## src/bti_ram.sv

```systemverilog
// ----------------------------------------------------------------------------
// bti_ram: single-port-write, single-port-read synchronous memory
// One write and one registered read a cycle.
// ----------------------------------------------------------------------------
`default_nettype none

module bti_ram #(
	parameter int DEPTH = 64,
	parameter int WIDTH = 32
) (
	input  wire logic                     clk,
	input  wire logic                     we,
	input  wire logic [$clog2(DEPTH)-1:0] waddr,
	input  wire logic [WIDTH-1:0]         wdata,
	input  wire logic [$clog2(DEPTH)-1:0] raddr,
	output logic      [WIDTH-1:0]         rdata
);

	logic [WIDTH-1:0] mem [DEPTH];

	always_ff @(posedge clk) begin
		if (we) begin
			mem[waddr] <= wdata;
		end
		rdata <= mem[raddr];
	end

endmodule

`default_nettype wire

```

## config.mk

```make
export PLATFORM = sky130hd
export DESIGN_NAME = bti_ram
export DESIGN_NICKNAME = d
export VERILOG_FILES = /design/src/bti_ram.sv
export SDC_FILE = /design/constraint.sdc
export NUM_CORES = 2
export LEC_CHECK = 0
export ABC_AREA = 1
export BUFFER_PORTS_ARGS = -buffer_cell sky130_fd_sc_hd__buf_4
export CAP_MARGIN = 20
export CORE_ASPECT_RATIO = 1.75
export CORE_UTILIZATION = 45
export CTS_BUF_LIST = sky130_fd_sc_hd__clkbuf_4 sky130_fd_sc_hd__clkbuf_8
export CTS_CLUSTER_SIZE = 14
export DETAILED_ROUTE_END_ITERATION = 10
export RECOVER_POWER = 100
export SLEW_MARGIN = 30
export SYNTH_ARGS = -nofsm -noshare
export SYNTH_HDL_FRONTEND = slang
export SYNTH_SLANG_ARGS = --single-unit
export TNS_END_PERCENT = 50
```

## constraint.sdc

```tcl
create_clock -name clk -period 4.25 [get_ports clk]
set_input_delay 0.425 -clock clk [delete_from_list [all_inputs] [get_ports clk]]
set_output_delay 0.425 -clock clk [all_outputs]
set_load 0.005 [all_outputs]
```

; Yosys cells after proc, flatten, opt, wreduce, memory -nomap -nowiden
; Memory sizes are Yosys's and may differ from the RTL's. A register that Yosys moved wholly into a read port is not among the register bits.
; Cells that the tools add are included.
; Widths: inputs -> output; s select.
[classes]
order_cmp = 0
n_addsub = 0
shifts = 0
bitwise_logic = 0
div_mod_pow = 0
n_mul = 0
mux = 2
eq_ne = 0
reduce_logical = 0
[op_table]
columns = op, count
row1 = $mux 1, 2
[word_totals]
ff_bits = 0
elab_cells = 3
ramBits = 2048
memories = 1
latchBits = 0
output_inout_bits = 32
mem_bits_ro = 0
[mem_list]
columns = memory, words, width, read_ports, rd_clocked_by_memory_dff, write_ports, line
row1 = mem, 64, 32, 1, 1, 1, 19  ; logic [WIDTH-1:0] mem [DEPTH];

; Logic depth before layout (Yosys ltp)
[depth]
word_depth = 2
mapped_depth = 13
mapped_depth_nobuf = 9

; Least setup slack after synthesis
; No wires, ideal clock.
[synth_path]
path_kind = input -> register
start = input we
end = memory mem[48][0], enable pin
cell_stages = 3
setup_time_ps = 502
path_slack_ps = -305
arrival_time_ps = 4053
n_path_buf = 1
path_cell_list = clkbuf_1 > nand4_1 > nor4_1
[synth_between]
elab_chain_len = 2
[synth_rtl]
columns = element, line
row1 = from (decl), 12  ; input wire logic we,
row2 = $mux 1, 22  ; if (we) begin
row3 = $mux 1 (implied by the code), 23  ; mem[waddr] <= wdata;
row4 = to (decl), 19
; No other way between the ends.

; Worst setup path in the final report
[layout_path]
start = input waddr[0]
end = memory mem[34][10], enable pin
[layout_lines]
columns = element, line
row1 = from (decl), 13  ; input wire logic [$clog2(DEPTH)-1:0] waddr,
; Straight into the memory's write port.

==> results.txt <==
status -> finished, violations left
failing checks -> max-capacitance violations, max-slew violations
Synth area leaders -> edfxtp_1 (74%), nand3_1 (12%), nand2_1 (10%)
RD Place Congestion -> 0.868
Startpoint Class -> input port
detailed-router iteration count before antenna repair -> 6
minimum clock period -> 3.15 ns
commonest register cell after synthesis -> edfxtp_1
Max clock buf depth -> 4
DIE WIDTH -> 326 um
Final Hold Violating Endpoints -> 0
drt drc -> 0
Clock Latency Late Sink -> 0.94 ns
worst setup path category -> input port to flop
cell internal pwr -> 31.6 mW
synth warn -> 0
synthesized area per cell -> 12.2 um2
Via density -> 5.67
Clock transition at path regs -> 0.06 ns
count leader, synth -> nand2_1
initial antenna violation count -> 7
Power Total -> 41.0 mW
port bufs -> 77
CTS root buf -> clkbuf_8
Placeable Area -> 0.182 mm2
drt first-iter violations -> 5234
Sw Pwr -> 9.46 mW
mapped cell area -> 0.0827 mm2
Post-Layout Cell Count -> 9497
fin crit share -> 74.2%
layout cells sized above 1 -> 9.41%
worst path arrival time -> 3.66 ns
sequential power share -> 55.8%
Die Span Y -> 569 um
Slew Viols, Final -> 3067
Yosys top cell by area -> edfxtp_1
unrepaired setup endpoints after global routing -> false
dpl cells -> 8968
Yosys cell types -> 16
total CTS buffers -> 297
# rows -> 207
Final ANT Viol Nets -> 0
f_max -> 317 MHz
top cells by count, synth -> nand2_1 (2248), edfxtp_1 (2048), nand3_1 (1907)
Async SR Flop Fraction -> 0%
CP Data Required Time -> 4.76 ns
max cap viols -> 71
DIE AREA -> 0.186 mm2
H-Tree Depth -> 5
number of global-route vias before repair -> 52179
first-pass GRT wire length -> 344 mm
CP Capture Type -> flop
Comb power frac -> 6.1%
Hold WC Path Type -> input port to flop
DP HPWL -> 128 mm
Power per Cell Area -> 448 mW/mm2
clock power share -> 38.1%
per-cell routed wire length -> 24.6 um
Synth-to-Final Area Change -> 10.7%
Post-synth EDFFs -> 2048
GRT Total Usage -> 24.9%
register area share after synthesis -> 75.1%
maximum fanout along the worst path -> 18
fill count -> 15648
largest net degree at the start of global routing -> 149
cell count after synthesis -> 6769
TritonCTS clock tree -> done
drt total wl -> 234 mm
vias after detailed routing -> 53838
total grt overflow -> 0
clock sink count -> 2080
Setup violations, final -> 0
Nets -> 6912
synthesized flop and latch total -> 2080
Post-Syn Nets -> 6815
relative slew slack -> -117%
Sw Ratio -> 23.1%
worst slew pin tran -> 3.25 ns
cell leakage power -> 32.0 nW
Boundary Pins -> 78
peak supply drop -> 0.280 mV
clock skew -> 0.0495 ns
Yosys top cell area share -> 74.3%
post-CTS setup buffers -> 0
Initial Util -> 45.4%
[registers in the layout (all words and copies together), names as in the netlist]
name and flops:
rdata 32, mem 2048
[power groups by stage]
stage,Sequential [mW],Clock [mW],Combinational [mW]
6_report,22.9,15.6,2.50
3_5_place_dp,23.3,0,2.54
5_1_grt,22.9,16.7,2.72
4_1_cts,22.8,15.9,2.55
3_3_place_gp,23.3,0,2.51
2_1_floorplan,23.2,0,1.40
[routing by layer]
layer | vias up | routed length (um) | track usage [%]
li1 | 24317 | - | -
met1 | 26779 | 88700 | 31.1
met2 | 2257 | 120000 | 43.7
met3 | 479 | 16400 | 3.49
met4 | 6 | 8310 | 9.45
met5 | - | 45 | 0
[critical path, stage by stage]
cell and delay (ns):
clkbuf_1 0.20, inv_1 0.28, nand4_1 0.13, clkbuf_1 0.38
nor2_1 1.21, clkbuf_1 1.00
[kinds of logic after synthesis]
group	synth area share [%]
flops	75.1
buf+inv	2.78
simple gates	22.1
[through the flow]
stage          utilization (%)  hold WS, ns  setup WS (ns)  TNS, ns  instance area [um2]
5_1_grt                   50.3       0.0597          0.932        0                91600
3_5_place_dp              47.4        0.775           1.36        0                86400
4_1_cts                   50.6      0.00238           1.79        0                92200
3_3_place_gp              47.4        0.772           1.38        0                86400
2_1_floorplan                -        0.524         -0.305   -78.08                82700
6_report                  50.3       0.0765           1.10        0                91600
[timing repair]
item,4_1_cts,5_1_grt
hold buffers,2,0
setup endpoints to repair,0,0
resized for setup,0,0
endpoints found under the hold margin,36,0
[worst paths after layout]
kind / startpoint / end / slack, ns / cells past startpoint
setup reg to reg: mem[57][6] / rdata[6] / 2.69 / 8
setup / recovery: waddr[0] / mem[34][10] / 1.10 / 6
hold reg to reg: mem[4][20] / rdata[20] / 0.79 / 8
hold / removal: raddr[5] / rdata[0] / 0.08 / 3
[final cells by class]
type                       count  area (um2)  area share (%)
clock inverter                97         577           0.630
multi-input combinational   4228       18500            20.2
clock buffer                 422        5210            5.68
antenna                        8        20.0          0.0219
timing repair buffer         247        2040            2.23
inverter                      12        82.6          0.0901
sequential                  2080       62100            67.8
tap                         2403        3010            3.28
[cell usage in the layout (no fill, tap or decap), types with 8 or more instances in the layout]
master	instances
nand2_1	2248
edfxtp_1	2048
nand3_1	1907
clkbuf_8	326
clkbuf_4	120
buf_4	86
clkbuf_1	80
clkinv_1	55
buf_12	39
dfxtp_1	32
nor2_4	31
clkinv_2	26
nor2_1	25
clkbuf_2	12
nand4_1	9
diode_2	8
clkinvlp_4	8
Power figures use the tool's default switching activity.
