`src/bti_pkg.sv`:
```
// ----------------------------------------------------------------------------
// bti_pkg: shared types and constants of the bilinear table interpolator
// Operation and register codes, datapath widths and the controller states.
// ----------------------------------------------------------------------------
`default_nettype none

package bti_pkg;

	// input operation codes
	typedef enum logic [1:0] {
		OP_LOAD_BETA  = 2'd0,
		OP_LOAD_ANISO = 2'd1,
		OP_LOAD_GRID  = 2'd2,
		OP_QUERY      = 2'd3
	} op_t;

	// configuration register indexes
	localparam logic [1:0] REG_BETA_COUNT  = 2'd0;
	localparam logic [1:0] REG_ANISO_COUNT = 2'd1;
	localparam logic [1:0] REG_FUDGE_DIV   = 2'd2;

	localparam int DATA_W = 32;  // Q16.16 values
	localparam int NUM_W  = 48;  // divider numerator and quotient
	localparam int FRAC_W = 17;  // bin fraction, 0..65536
	localparam int ACC_W  = 48;  // row partial sums
	localparam int VAL_W  = 64;  // full bilinear sum

	localparam logic [FRAC_W-1:0] FRAC_ONE = 17'h10000;

	typedef enum logic [14:0] {
		ST_IDLE = 15'h0001,
		ST_SRCH = 15'h0002,
		ST_CLMP = 15'h0004,
		ST_RLO  = 15'h0008,
		ST_RHI  = 15'h0010,
		ST_FB   = 15'h0020,
		ST_WB   = 15'h0040,
		ST_FA   = 15'h0080,
		ST_WA   = 15'h0100,
		ST_GRD  = 15'h0200,
		ST_VB   = 15'h0400,
		ST_VC   = 15'h0800,
		ST_VD   = 15'h1000,
		ST_FIN  = 15'h2000,
		ST_WF   = 15'h4000
	} state_t;

	// request to the shared divider
	typedef struct packed {
		logic              start;
		logic [NUM_W-1:0]  num;
		logic [DATA_W-1:0] den;
	} div_req_t;

endpackage

`default_nettype wire

```
`src/bti_div.sv`:
```
// ----------------------------------------------------------------------------
// bti_div: bit-serial restoring divider
// 48-bit numerator by 32-bit divisor, one quotient bit a cycle.
// ----------------------------------------------------------------------------
`default_nettype none

module bti_div
	import bti_pkg::*;
(
	input  wire logic              clk,
	input  wire logic              arst_n,
	input  wire div_req_t          req,
	output logic                   done,
	output logic [NUM_W-1:0]       quo
);

	localparam int CNT_W = $clog2(NUM_W);

	logic              busy_q;
	logic [CNT_W-1:0]  cnt_q;
	logic [NUM_W-1:0]  num_q;
	logic [DATA_W-1:0] den_q;
	logic [DATA_W-1:0] rem_q;
	logic [DATA_W:0]   sh;
	logic [DATA_W:0]   diff;
	logic              ge;

	assign sh   = {rem_q, num_q[NUM_W-1]};
	assign ge   = sh >= {1'b0, den_q};
	assign diff = sh - {1'b0, den_q};

	always_ff @(posedge clk or negedge arst_n) begin
		if (!arst_n) begin
			busy_q <= 1'b0;
			done   <= 1'b0;
			cnt_q  <= '0;
		end else begin
			done <= 1'b0;
			if (req.start) begin
				busy_q <= 1'b1;
				cnt_q  <= '0;
			end else if (busy_q) begin
				cnt_q <= cnt_q + 1'b1;
				if (cnt_q == CNT_W'(NUM_W - 1)) begin
					busy_q <= 1'b0;
					done   <= 1'b1;
				end
			end
		end
	end

	always_ff @(posedge clk) begin
		if (req.start) begin
			num_q <= req.num;
			den_q <= req.den;
			rem_q <= '0;
		end else if (busy_q) begin
			num_q <= {num_q[NUM_W-2:0], 1'b0};
			rem_q <= ge ? diff[DATA_W-1:0] : sh[DATA_W-1:0];
			quo   <= {quo[NUM_W-2:0], ge};
		end
	end

endmodule

`default_nettype wire
```
`config.mk`:
```
export PLATFORM = sky130hd
export DESIGN_NAME = bti_div
export DESIGN_NICKNAME = d
export VERILOG_FILES = /design/src/bti_pkg.sv /design/src/bti_div.sv
export SDC_FILE = /design/constraint.sdc
export NUM_CORES = 1
export LEC_CHECK = 0
export BUFFER_PORTS_ARGS = -buffer_cell sky130_fd_sc_hd__buf_2
export CORE_MARGIN = 3
export CORE_UTILIZATION = 50
export DETAILED_ROUTE_END_ITERATION = 7
export PLACE_DENSITY = 0.82
export SLEW_MARGIN = 30
export SYNTH_ARGS = -nofsm -noshare
export SYNTH_HDL_FRONTEND = slang
export SYNTH_SLANG_ARGS = --single-unit
```
`constraint.sdc`:
```
create_clock -name clk -period 2.5 [get_ports clk]
set_input_delay 0.375 -clock clk [delete_from_list [all_inputs] [get_ports clk]]
set_output_delay 0.375 -clock clk [all_outputs]
set_load 0.01 [all_outputs]
```
======== Word-level counts from Yosys, hierarchy flattened ========
Index checks and enable logic that the tools add are counted.
operators by class
  reductions and logical operators ........ 2
  $add $sub $neg .......................... 2
  equal/unequal tests ..................... 1
  order comparisons ....................... 1
  multiplexer cells ....................... 11
  bitwise gates (word level) .............. 1
operators by type and width
  kind                                          number
  two-way mux 48 bit                            2
  >= comparator 33 x 32 -> 1 bit                1
  two-way mux 32 bit                            1
  subtractor 32 bit                             1
  two-way mux 6 bit                             2
  adder 6 x 1 -> 6 bit (second input constant)  1
  == test 6 bit (second input constant)         1
  two-way mux 1 bit                             6
  AND reduction 2 bit                           1
  nonzero test 2 bit                            1
  NOT 1 bit                                     1
word-level totals
  flip-flop bits (word level) ............. 168
  logic and storage cells ................. 25
  output and inout port bits .............. 49

======== Longest topological paths before layout ========
Gate-level depths: netlist of the first run.
  depth in word-level cells ............... 4
  gate-level depth with buffers ........... 13
  mapped depth without buffers ............ 11

======== Worst setup path before layout of the first run ========
No wires, ideal clock.
  path kind ............................... input-to-reg
  from .................................... in req[80] (netlist name)
  to ...................................... reg rem_q[23]
  slack ................................... -267 ps
  cell stages on the path ................. 5
  data arrival time ....................... 2645 ps
  required time ........................... 2378 ps
  path through ............................ clkbuf_1 -> nand2b_1 -> clkbuf_1 -> clkinv_1 -> a31o_2
RTL lines
  element               line           source
  from (decl)           bti_div.sv:12  input wire div_req_t req,
  to (signal assigned)  bti_div.sv:59  rem_q <= ge ? diff[DATA_W-1:0] : sh[DATA_W-1:0];
  to (decl)             bti_div.sv:23  logic [DATA_W-1:0] rem_q;

======== Worst setup path in the final report of the first run ========
  from .................................... reg den_q[1]
  to ...................................... reg rem_q[22]
between the ends
  longest elaborated chain between the ends .. 2
ends and longest elaborated chain
  element                                                                     line                          source
  from (decl)                                                                 bti_div.sv:22                 logic [DATA_W-1:0] den_q;
  from (signal assigned)                                                      bti_div.sv:55                 den_q <= req.den;
  subtractor 32 bit / >= comparator 33 x 32 -> 1 bit (equally long branches)  bti_div.sv:30, bti_div.sv:29
  two-way mux 32 bit *                                                        bti_div.sv:59
Every way passes the cells marked *; elsewhere a longest branch is shown, timed or not.
A chain may end at the register's enable or synchronous reset.

==> key figures, run 1 <==
Routing
  – DRT Pass-1 Iters: 4
  – Antenna-violating nets left: 0
  – DRC errors left: 0
  – DR vias: 5949
  – DR WL/cell: roughly 16 um
  – Vias per std cell: 5.37
  – WL final: around 18000 um
  – Initial DRC Count: a little under 400

STA
  – Final slew viol count: 0
  – Relative slew slack: 52.8%
  – Final Hold Viols: 0
  – Fmax: 375 MHz
  – Worst-margin pin slew: roughly 0.71 ns
  – Minimum clock period: between 2 and 3 ns
  – Clock Skews: roughly 0.011 ns
  – Final period util: 107%
  – PnR worst setup slack: -0.166 ns
  – RSZ-0062 raised after global routing: yes
  – # setup viols final: 29

Yosys
  – Area leader, netlist: edfxtp_1
  – Top FF cell, synth: edfxtp_1
  – Share of the synthesized area in the top cell type: 46.8%
  – Sequential fraction of the synthesis area: 57.0%
  – Syn Std Cell Area: 0.00821 sq mm
  – Post-synth top cells: edfxtp_1 (128), nand2_1 (52), mux2_2 (47), nor2_1 (47), inv_1 (36)
  – Number of synthesized register bits: 168
  – Syn. warnings: 0
  – Syn Inst Count: about 670
  – Count leader, synth: edfxtp_1
  – Top cells by area, synth: edfxtp_1 (47%), dfxtp_1 (7.8%), mux2_2 (6.4%), ha_1 (5.0%), mux2i_1 (3.0%)
  – Count of cell types in the netlist: 69
  – EDFF count, synth: about 130
  – Async SR Flop Fraction: 4.76%
  – Syn Nets: 786
  – Syn_area_per_cell: 12.3 sq um

Worst setup path
  – FF-to-FF setup slack: -0.17 ns
  – Worst Path Required: 2.78 ns
  – Critical Path Source Type: flip-flop
  – Setup CP Type: flip-flop to flip-flop
  – Reg2reg start: den_q[1]
  – Worst reg2reg endpoint: rem_q[22]
  – Crit path capture type: flip-flop
  – Crit path max fanout: 5
  – FF-to-FF path depth: 12
  – Crit path arrival time: slightly below 3 ns

Run status
  – Outcome: complete, but fails checks
  – Failing checks: negative setup slack

Layout
  – Area grow syn2layout: 29.9%
  – Layout Cells excl Fill: 1107
  – Post-layout instance area: about 0.011 sq mm
  – Fin nets: 995
  – Share of cells above drive strength 1: between 40% and 50%
  – Antenna diodes: 0

CTS
  – Clk sink count: ~170
  – CTS tree: done
  – Total CTS buffers: 17
  – Max Root-Sink Buffers: 2
  – H-tree depth: 4
  – Root buf cell: clkbuf_16
  – Clock slew at reported path FFs: 0.08 ns
  – Clk Latency, worst-skew pair: about 0.43 ns

Global routing
  – Pin count of the biggest net entering global routing: ~50
  – Vias in the first global route: approximately 6000
  – First-pass GRT wire length: 29300 um
  – Total grt overflow: 0
  – Initial antenna violation count: 1
  – Total track usage: 20.4%

Placed design
  – Placed Cells: 1056
  – GPL Wtd Cong: 0.883
  – Placed Area: 0.00956 sq mm
  – Buffers on Ports: 131
  – Post-DP HPWL: 12400 um

Floorplan
  – DIE AREA: 0.0180 sq mm
  – Core ar.: approximately 0.016 sq mm
  – Die X: 134 um
  – Die Y-Extent: 134 um
  – Ports: 132
  – Site Rows: 46
  – Starting Density: 51.3%

Power
  – Comb power frac: between 40% and 50%
  – Clk pwr share: 24.0%
  – Overall power: 11000 uW
  – Pwr dens: 1030 mW/mm^2
  – Lkg Pwr: 0.00454 uW
  – Sw power: between 3000 and 4000 uW
  – Max VDD drop: 0.690 mV
  – Seq pwr share: roughly a third
  – Switching Fraction: 34.7%
  – Cell-internal power: 7170 uW

Worst hold path
  – HP Start: req[19]
  – Worst Hold Endpoint: den_q[19]
  – Hold Crit Class: primary input to flip-flop
  – Hold path cells: 1

Flow run
  – Max Cap Viol: 0
power groups by stage:
stage	Sequential (uW)	Combinational (uW)	Clock (uW)
floorplan	3700	2620	0
global placement	3720	3760	0
detailed placement	3730	3840	0
CTS	3700	4350	2680
global route	3760	5050	2800
finish	3720	4630	2630
stage by stage:
step                utilization, %  worst slack [ns]  TNS [ns]  hold WS (ns)
floorplan                        -            0.0138         0        0.0794
global placement              59.7            -0.119    -0.960         0.225
detailed placement            59.7            -0.197     -2.35         0.225
CTS                           65.6           -0.0599    -0.665        0.0997
global route                  66.6            -0.283     -5.98         0.102
finish                        66.6            -0.166     -2.56         0.118
layout make-up:
cell class	instances	area, sq um
fillers	1191	5340
flip-flops and latches	168	4680
multi-input cells	433	3530
repair buffers	221	1440
clock buffers	17	425
well taps	216	270
clock inverters	15	173
inverters	37	140
worst max-delay path by stage:
stage,start,end,slack [ns],cells past startpoint
2_1_floorplan,den_q[1],rem_q[0],0.01,11
3_3_place_gp,num_q[47],rem_q[28],-0.12,11
3_5_place_dp,den_q[0],rem_q[28],-0.20,10
4_1_cts,den_q[1],rem_q[0],-0.06,11
5_1_grt,den_q[1],rem_q[22],-0.28,12
6_report,den_q[1],rem_q[22],-0.17,12
repair_timing:
action	4_1_cts	5_1_grt
setup buffers	9	9
gates resized for setup	38	36
pin swaps	17	28
gates cloned	2	0
hold endpoints to repair	8	0
hold buffers	1	0
endpoints found under the setup margin	29	32
flip-flops by register name, summed over array words and instances (netlist names):
register / count
num_q: 48
quo: 48
den_q: 32
rem_q: 32
cnt_q: 6
busy_q: 1
done: 1
cell families after synthesis:
family	count (synthesis)	synth area share, %
AOI/OAI and AO/OA	136	12.1
xor gates and xnor gates	28	2.99
adders and majority gates	34	5.27
buffers and inverters	68	3.57
DFF	168	57.0
muxes	73	9.68
and+or+nand+nor	162	9.40
per-layer routing:
layer  track usage (%)  share of wire, %  wire length, um
met1              27.1                44             7940
met2              32.8                47             8660
met3              4.99               6.5             1190
met4              7.58               2.5              454
met5                 0             0.038                7
cell usage in the layout, fill, tap and decap left out, types with 4 or more instances in the layout:
cell type / instances
buf_2: 130
edfxtp_1: 128
buf_4: 78
nand2_1: 51
mux2_2: 47
nor2_1: 46
dfxtp_1: 32
inv_1: 31
mux2i_1: 22
a21oi_1: 21
ha_1: 21
a21o_1: 17
xnor2_1: 17
clkbuf_16: 17
o21ai_0: 14
a211oi_1: 14
nand4_1: 12
xor2_1: 11
nand3_1: 9
nor3_1: 9
ha_4: 9
o21ai_1: 8
dfrtp_1: 8
o21a_1: 7
a31oi_1: 6
inv_8: 6
buf_6: 6
inv_2: 5
a21oi_2: 5
and3_1: 4
nor2b_1: 4
a311oi_1: 4
or3_1: 4
buf_12: 4
worst max-delay path: stages (launching register included):
cell and delay, ns:
edfxtp_1 0.40, inv_2 0.07, ha_4 0.26, and2b_1 0.15
o2111ai_2 0.15, a21oi_2 0.20, o211ai_2 0.11, a31o_4 0.28
o211ai_4 0.32, buf_6 0.18, buf_12 0.13, mux2i_2 0.19
a211oi_1 0.08
(Power assumes the default switching activity.)
==> run 2: changes to the inputs <==
--- a/config.mk
+++ b/config.mk
@@ -10,6 +10,7 @@
 export CORE_UTILIZATION = 50
 export DETAILED_ROUTE_END_ITERATION = 7
 export PLACE_DENSITY = 0.82
+export REMOVE_ABC_BUFFERS = 1
 export SLEW_MARGIN = 30
 export SYNTH_ARGS = -nofsm -noshare
 export SYNTH_HDL_FRONTEND = slang
==> run 2 against run 1 <==
Net effect: the flow still finishes with violations (negative setup slack); final area increased by 2.1%; highest routed layer unchanged; combinational power increased by 6.7%; count of clock-buffer cells in the layout unchanged.
==> key figures, run 2 (synthesis gave the netlist of run 1 again) <==
STA
  – # setup viols final: 26
  – RSZ-0062 raised after global routing: yes
  – Final period util: 105%
  – PnR worst setup slack: -0.128 ns
  – Worst-margin pin slew: 0.555 ns
  – Final Hold Viols: 0
  – Final slew viol count: 0
  – Relative slew slack: 63.0%
  – Clock Skews: approximately 0.0081 ns
  – Setup TNS: -1.66 ns
  – Minimum clock period: roughly 2.6 ns
  – Fmax: 381 MHz
  – Hold_ws: ~0.11 ns

Worst setup path
  – Crit-path slowest cell: edfxtp_1
  – Top delay family on crit path: compound AO/OA/AOI/OAI gates
  – FF-to-FF path depth: 11
  – Reg2reg start: den_q[1]
  – CP max stage delay: 0.39 ns
  – Worst Path Required: 2.86 ns
  – Critical path destination: rem_q[0]
  – Crit path max fanout: 4
  – Setup CP Type: flip-flop to flip-flop
  – Crit path depth: 11
  – Critical Path Source Type: flip-flop
  – CP bufs+invs: 2
  – Crit-path cells: inv_2 > ha_4 > and2b_1 > o2111ai_2 > a21oi_4 > o211ai_2 > a31o_4 > o211ai_4 > buf_6 > mux2_4 > a211oi_2
  – Worst reg2reg endpoint: rem_q[0]
  – Crit path arrival time: 2.98 ns
  – Crit path capture type: flip-flop
  – Worst Setup SP: den_q[1]
  – FF-to-FF setup slack: -0.13 ns

Global routing
  – Total track usage: 20.5%
  – Total grt overflow: 0
  – First-pass GRT wire length: 29500 um
  – Vias in the first global route: 6005
  – Initial antenna violation count: 1
  – Pin count of the biggest net entering global routing: 108

Layout
  – Post-layout util: 68.1%
  – Most common cell after layout, fill and taps aside: buf_2
  – Layout Cells excl Fill: 1131
  – Fin nets: 1019
  – Share of cells above drive strength 1: 42.0%
  – Commonest non-fill, non-tap cells in the layout: buf_2 (130), edfxtp_1 (128), buf_4 (100)
  – Area grow syn2layout: 32.6%
  – Antenna diodes: 0
  – Biggest regs: num_q x48, quo x48

CTS
  – CTS tree: done
  – Clk sink count: 168
  – Max Root-Sink Buffers: 2
  – Root buf cell: clkbuf_16
  – H-tree depth: 4
  – Total CTS buffers: 17
  – Clock slew at reported path FFs: 0.07 ns
  – Clk Latency, worst-skew pair: 0.43 ns

Floorplan
  – Starting Density: 51.3%
  – DIE AREA: 0.0180 sq mm
  – Core ar.: approximately 0.016 sq mm
  – Site Rows: between 40 and 50
  – Die Y-Extent: 134 um
  – Die X: about 130 um
  – Ports: roughly 130

Routing
  – WL final: approximately 19000 um
  – DR WL/cell: 16.9 um
  – DRC errors left: 0
  – DRT Pass-1 Iters: 5
  – Antenna-violating nets left: 0
  – Initial DRC Count: 413
  – DR vias: between 6000 and 7000
  – Vias per std cell: 5.50

Power
  – Sw power: 3900 uW
  – Pwr dens: approximately 1000 mW/mm^2
  – Switching Fraction: 34.4%
  – Clk pwr share: between 20% and 30%
  – Seq pwr share: ~33%
  – Cell-internal power: 7430 uW
  – Lkg Pwr: 0.00467 uW
  – Max VDD drop: 0.626 mV
  – Comb power frac: 43.6%

Worst hold path
  – HP Start: req[28]
  – Hold Crit Class: primary input to flip-flop

Placed design
  – Post-DP HPWL: 12200 um
  – Placed Cells: 1073
  – Buffers on Ports: 131
  – Minimum setup slack after placement: -0.282 ns
  – GPL Wtd Cong: 0.894

Flow run
  – Max Cap Viol: 0

Run status
  – Failing checks: negative setup slack
  – Outcome: complete, but fails checks
run 2: timing repair:
action | in CTS | in global routing
hold buffers | 1 | 0
endpoints found under the setup margin | 31 | 32
endpoints found under the hold margin | 8 | 0
resized for setup | 35 | 49
pin swaps | 28 | 34
cloned | 2 | 0
setup buffers | 12 | 12
run 2: routing by layer:
layer  up-vias  global-route usage, %  routed length, um
li1       2960                      -                  -
met1      2966                   26.7               8170
met2       245                   32.3               8930
met3        46                   6.53               1420
met4         2                   7.86                533
met5         -                      0                 20
run 2: per-stage QoR:
stage | power [uW] | instance area, sq um
after global placement | 7590 | 9680
after global routing | 11900 | 10900
after detailed placement | 7690 | 9680
after floorplan | 6200 | 8060
final | 11300 | 10900
after CTS | 10800 | 10600
run 2: worst reg2reg max path, stage by stage (launching register included):
cell and delay (ns):
edfxtp_1 0.39, inv_2 0.06, ha_4 0.26, and2b_1 0.16, o2111ai_2 0.16, a21oi_4 0.24
o211ai_2 0.12, a31o_4 0.26, o211ai_4 0.22, buf_6 0.18, mux2_4 0.31, a211oi_2 0.20
run 2: power by group through the flow:
stage,clock [uW],combinational (uW),sequential (uW)
after global routing,2850,5330,3740
after CTS,2730,4380,3670
final,2690,4940,3700
after global placement,0,3890,3700
after detailed placement,0,3970,3720
after floorplan,0,2500,3700
run 2: worst min path at each step:
| stage | slack [ns] | cells after the start | end |
|---|---|---|---|
| 2_1_floorplan | 0.08 | 0 | busy_q |
| 4_1_cts | 0.1 | 1 | den_q[14] |
| 6_report | 0.11 | 1 | den_q[28] |
| 3_5_place_dp | 0.23 | 1 | done |
| 5_1_grt | 0.1 | 1 | den_q[11] |
| 3_3_place_gp | 0.23 | 1 | done |
run 2: area by class of cell:
type	instances	area [sq um]
clock buffer	17	425
clock inverter	15	180
fill	1124	5110
inverter	37	139
multi-input combinational	434	3570
sequential	168	4680
tap	216	270
timing repair buffer	244	1620
==> run 3: changes to the inputs <==
--- a/config.mk
+++ b/config.mk
@@ -9,6 +9,7 @@
 export CORE_MARGIN = 3
 export CORE_UTILIZATION = 50
 export DETAILED_ROUTE_END_ITERATION = 7
+export MAX_ROUTING_LAYER = met4
 export PLACE_DENSITY = 0.82
 export REMOVE_ABC_BUFFERS = 1
 export SLEW_MARGIN = 30
==> run 3 against run 2 <==
Net effect: the run still ends with negative setup slack left; clock skew rose by 0.0069 ns; clock power is 4% lower; core utilization is 1.2 points lower; fmax shrank 2.3%; sequential cell count unchanged; critical path type unchanged.
==> key figures, run 3 (synthesis gave the netlist of run 1 again) <==
Layout
  – Antenna diodes: 0
  – Most common cell after layout, fill and taps aside: buf_2
  – Commonest non-fill, non-tap cells in the layout: buf_2 (130), edfxtp_1 (128), buf_4 (97)
  – Area grow syn2layout: 30.2%
  – Biggest regs: num_q x48, quo x48
  – Share of cells above drive strength 1: between 40 and 50%
  – Post-layout instance area: 0.0107 sq mm
  – Fin nets: 1011

Routing
  – Wire length on met3: 974 um
  – Antenna-violating nets left: 0
  – DR WL/cell: between 15 and 20 um
  – DRT Pass-1 Iters: 4
  – Met2 WL post-DR: slightly below 9000 um
  – DRC errors left: 0
  – DR vias: 6043
  – Top Layer Used: met4
  – Vias per std cell: 5.38
  – M1 wire length: about 8200 um
  – Initial DRC Count: 398
  – WL final: 18300 um

STA
  – RSZ-0062 raised after global routing: yes
  – Hold_ws: between 0.1 and 0.15 ns
  – Clock Skews: between 0.015 and 0.02 ns
  – Relative slew slack: 63.6%
  – Final slew viol count: 0
  – PnR worst setup slack: -0.189 ns
  – Worst-margin pin slew: 0.546 ns
  – Final period util: 108%
  – # setup viols final: 27
  – Fmax: between 300 and 400 MHz
  – Final Hold Viols: 0
  – Minimum clock period: approximately 2.7 ns

Global routing
  – Total track usage: 21.1%
  – First-pass GRT wire length: 29300 um
  – Total grt overflow: 0
  – Pin count of the biggest net entering global routing: 108
  – Vias in the first global route: 6045
  – Initial antenna violation count: 0

CTS
  – H-tree depth: 4
  – Root buf cell: clkbuf_16
  – Clk Latency, worst-skew pair: around 0.43 ns
  – Total CTS buffers: 17
  – Clock slew at reported path FFs: 0.07 ns
  – Max Root-Sink Buffers: 2
  – Clk sink count: 168
  – CTS tree: done

Worst setup path
  – Crit path arrival time: 2.98 ns
  – Worst Path Required: between 2 and 3 ns
  – Reg2reg start: den_q[1]
  – FF-to-FF setup slack: -0.19 ns
  – Worst reg2reg endpoint: rem_q[22]
  – FF-to-FF path depth: 13
  – Critical Path Source Type: flip-flop
  – Setup CP Type: flip-flop to flip-flop
  – Crit path max fanout: 6
  – Crit path capture type: flip-flop

Placed design
  – Post-DP HPWL: 12300 um
  – Placed Area: 0.00965 sq mm
  – Buffers on Ports: 131
  – GPL Wtd Cong: approximately 0.91

Power
  – Max VDD drop: 0.680 mV
  – Lkg Pwr: 0.00460 uW
  – Pwr dens: 1030 mW/mm^2
  – Overall power: approximately 11000 uW

Floorplan
  – Ports: 132
  – Die Y-Extent: 134 um
  – Site Rows: 46
  – Starting Density: 51.3%
  – DIE AREA: 0.0180 sq mm
  – Die X: 134 um
  – Core ar.: 0.0160 sq mm

Worst hold path
  – Worst Hold Endpoint: den_q[17]
  – Hold Crit Class: primary input to flip-flop
  – Hold path cells: 1
  – HP Start: req[17]

Run status
  – Outcome: complete, but fails checks
  – Failing checks: negative setup slack

Flow run
  – Max Cap Viol: 0
==> run 3: cell types whose count changed in the layout (fill, tap and decap cells not counted), sizes merged <==
cell,delta
buf,-7
clkinvlp,+2
clkinv,-2
o211ai,-1
==> run 3: layer usage <==
metal | GRT usage [%] | vias to the layer above
met5 | - | -
li1 | - | 2947
met2 | 32.7 | 182
met1 | 27.2 | 2880
met4 | 7.41 | 0
met3 | 5.36 | 34
==> run 3: worst max-delay path by stage <==
stage / startpoint / endpoint
floorplan: busy_q / rem_q[23]
global route: den_q[1] / rem_q[5]
CTS: den_q[1] / rem_q[27]
detailed placement: num_q[47] / rem_q[7]
finish: den_q[1] / rem_q[22]
global placement: den_q[1] / rem_q[10]
==> run 3: what timing repair did <==
action	CTS	global route
cloned	0	0
setup endpoints to repair	31	32
hold buffers	1	0
endpoints found under the hold margin	8	0
pin swaps	19	25
resized for setup	23	35
setup buffers	11	14
==> run 3: layout make-up <==
| cell class | instances | area, sq um |
|---|---|---|
| Fill cell | 1203 | 5310 |
| Sequential cell | 168 | 4680 |
| Multi-Input combinational cell | 433 | 3470 |
| Timing Repair Buffer | 237 | 1540 |
| Clock buffer | 17 | 425 |
| Tap cell | 216 | 270 |
| Clock inverter | 15 | 160 |
| Inverter | 37 | 139 |
==> run 3: stage by stage <==
stage | setup slack (ns) | setup TNS (ns) | util [%] | instances
final | -0.189 | -2.91 | 66.8 | 1123
after global routing | -0.309 | -6.90 | 66.8 | 1123
after CTS | -0.0376 | -0.109 | 65.4 | 1111
after detailed placement | -0.198 | -3.57 | 60.3 | 1067
after global placement | -0.108 | -1.17 | 60.3 | 1067
after floorplan | -0.544 | -58.61 | - | 638
==> run 3: critical path, stage by stage, from the launching register on <==
cell,delay [ns]
edfxtp_1,0.37
inv_2,0.06
ha_4,0.26
and2b_1,0.17
o2111ai_2,0.17
a21oi_2,0.22
o211ai_2,0.12
a31o_4,0.25
o211ai_4,0.27
buf_12,0.15
buf_12,0.12
buf_8,0.12
mux2i_1,0.19
a211oi_1,0.08
==> run 3: power by group <==
group	leakage (uW)	internal, uW	switching, uW
combinational	0.00265	2420	2270
sequential	0.00166	3440	257
clock	0.000285	1410	1170
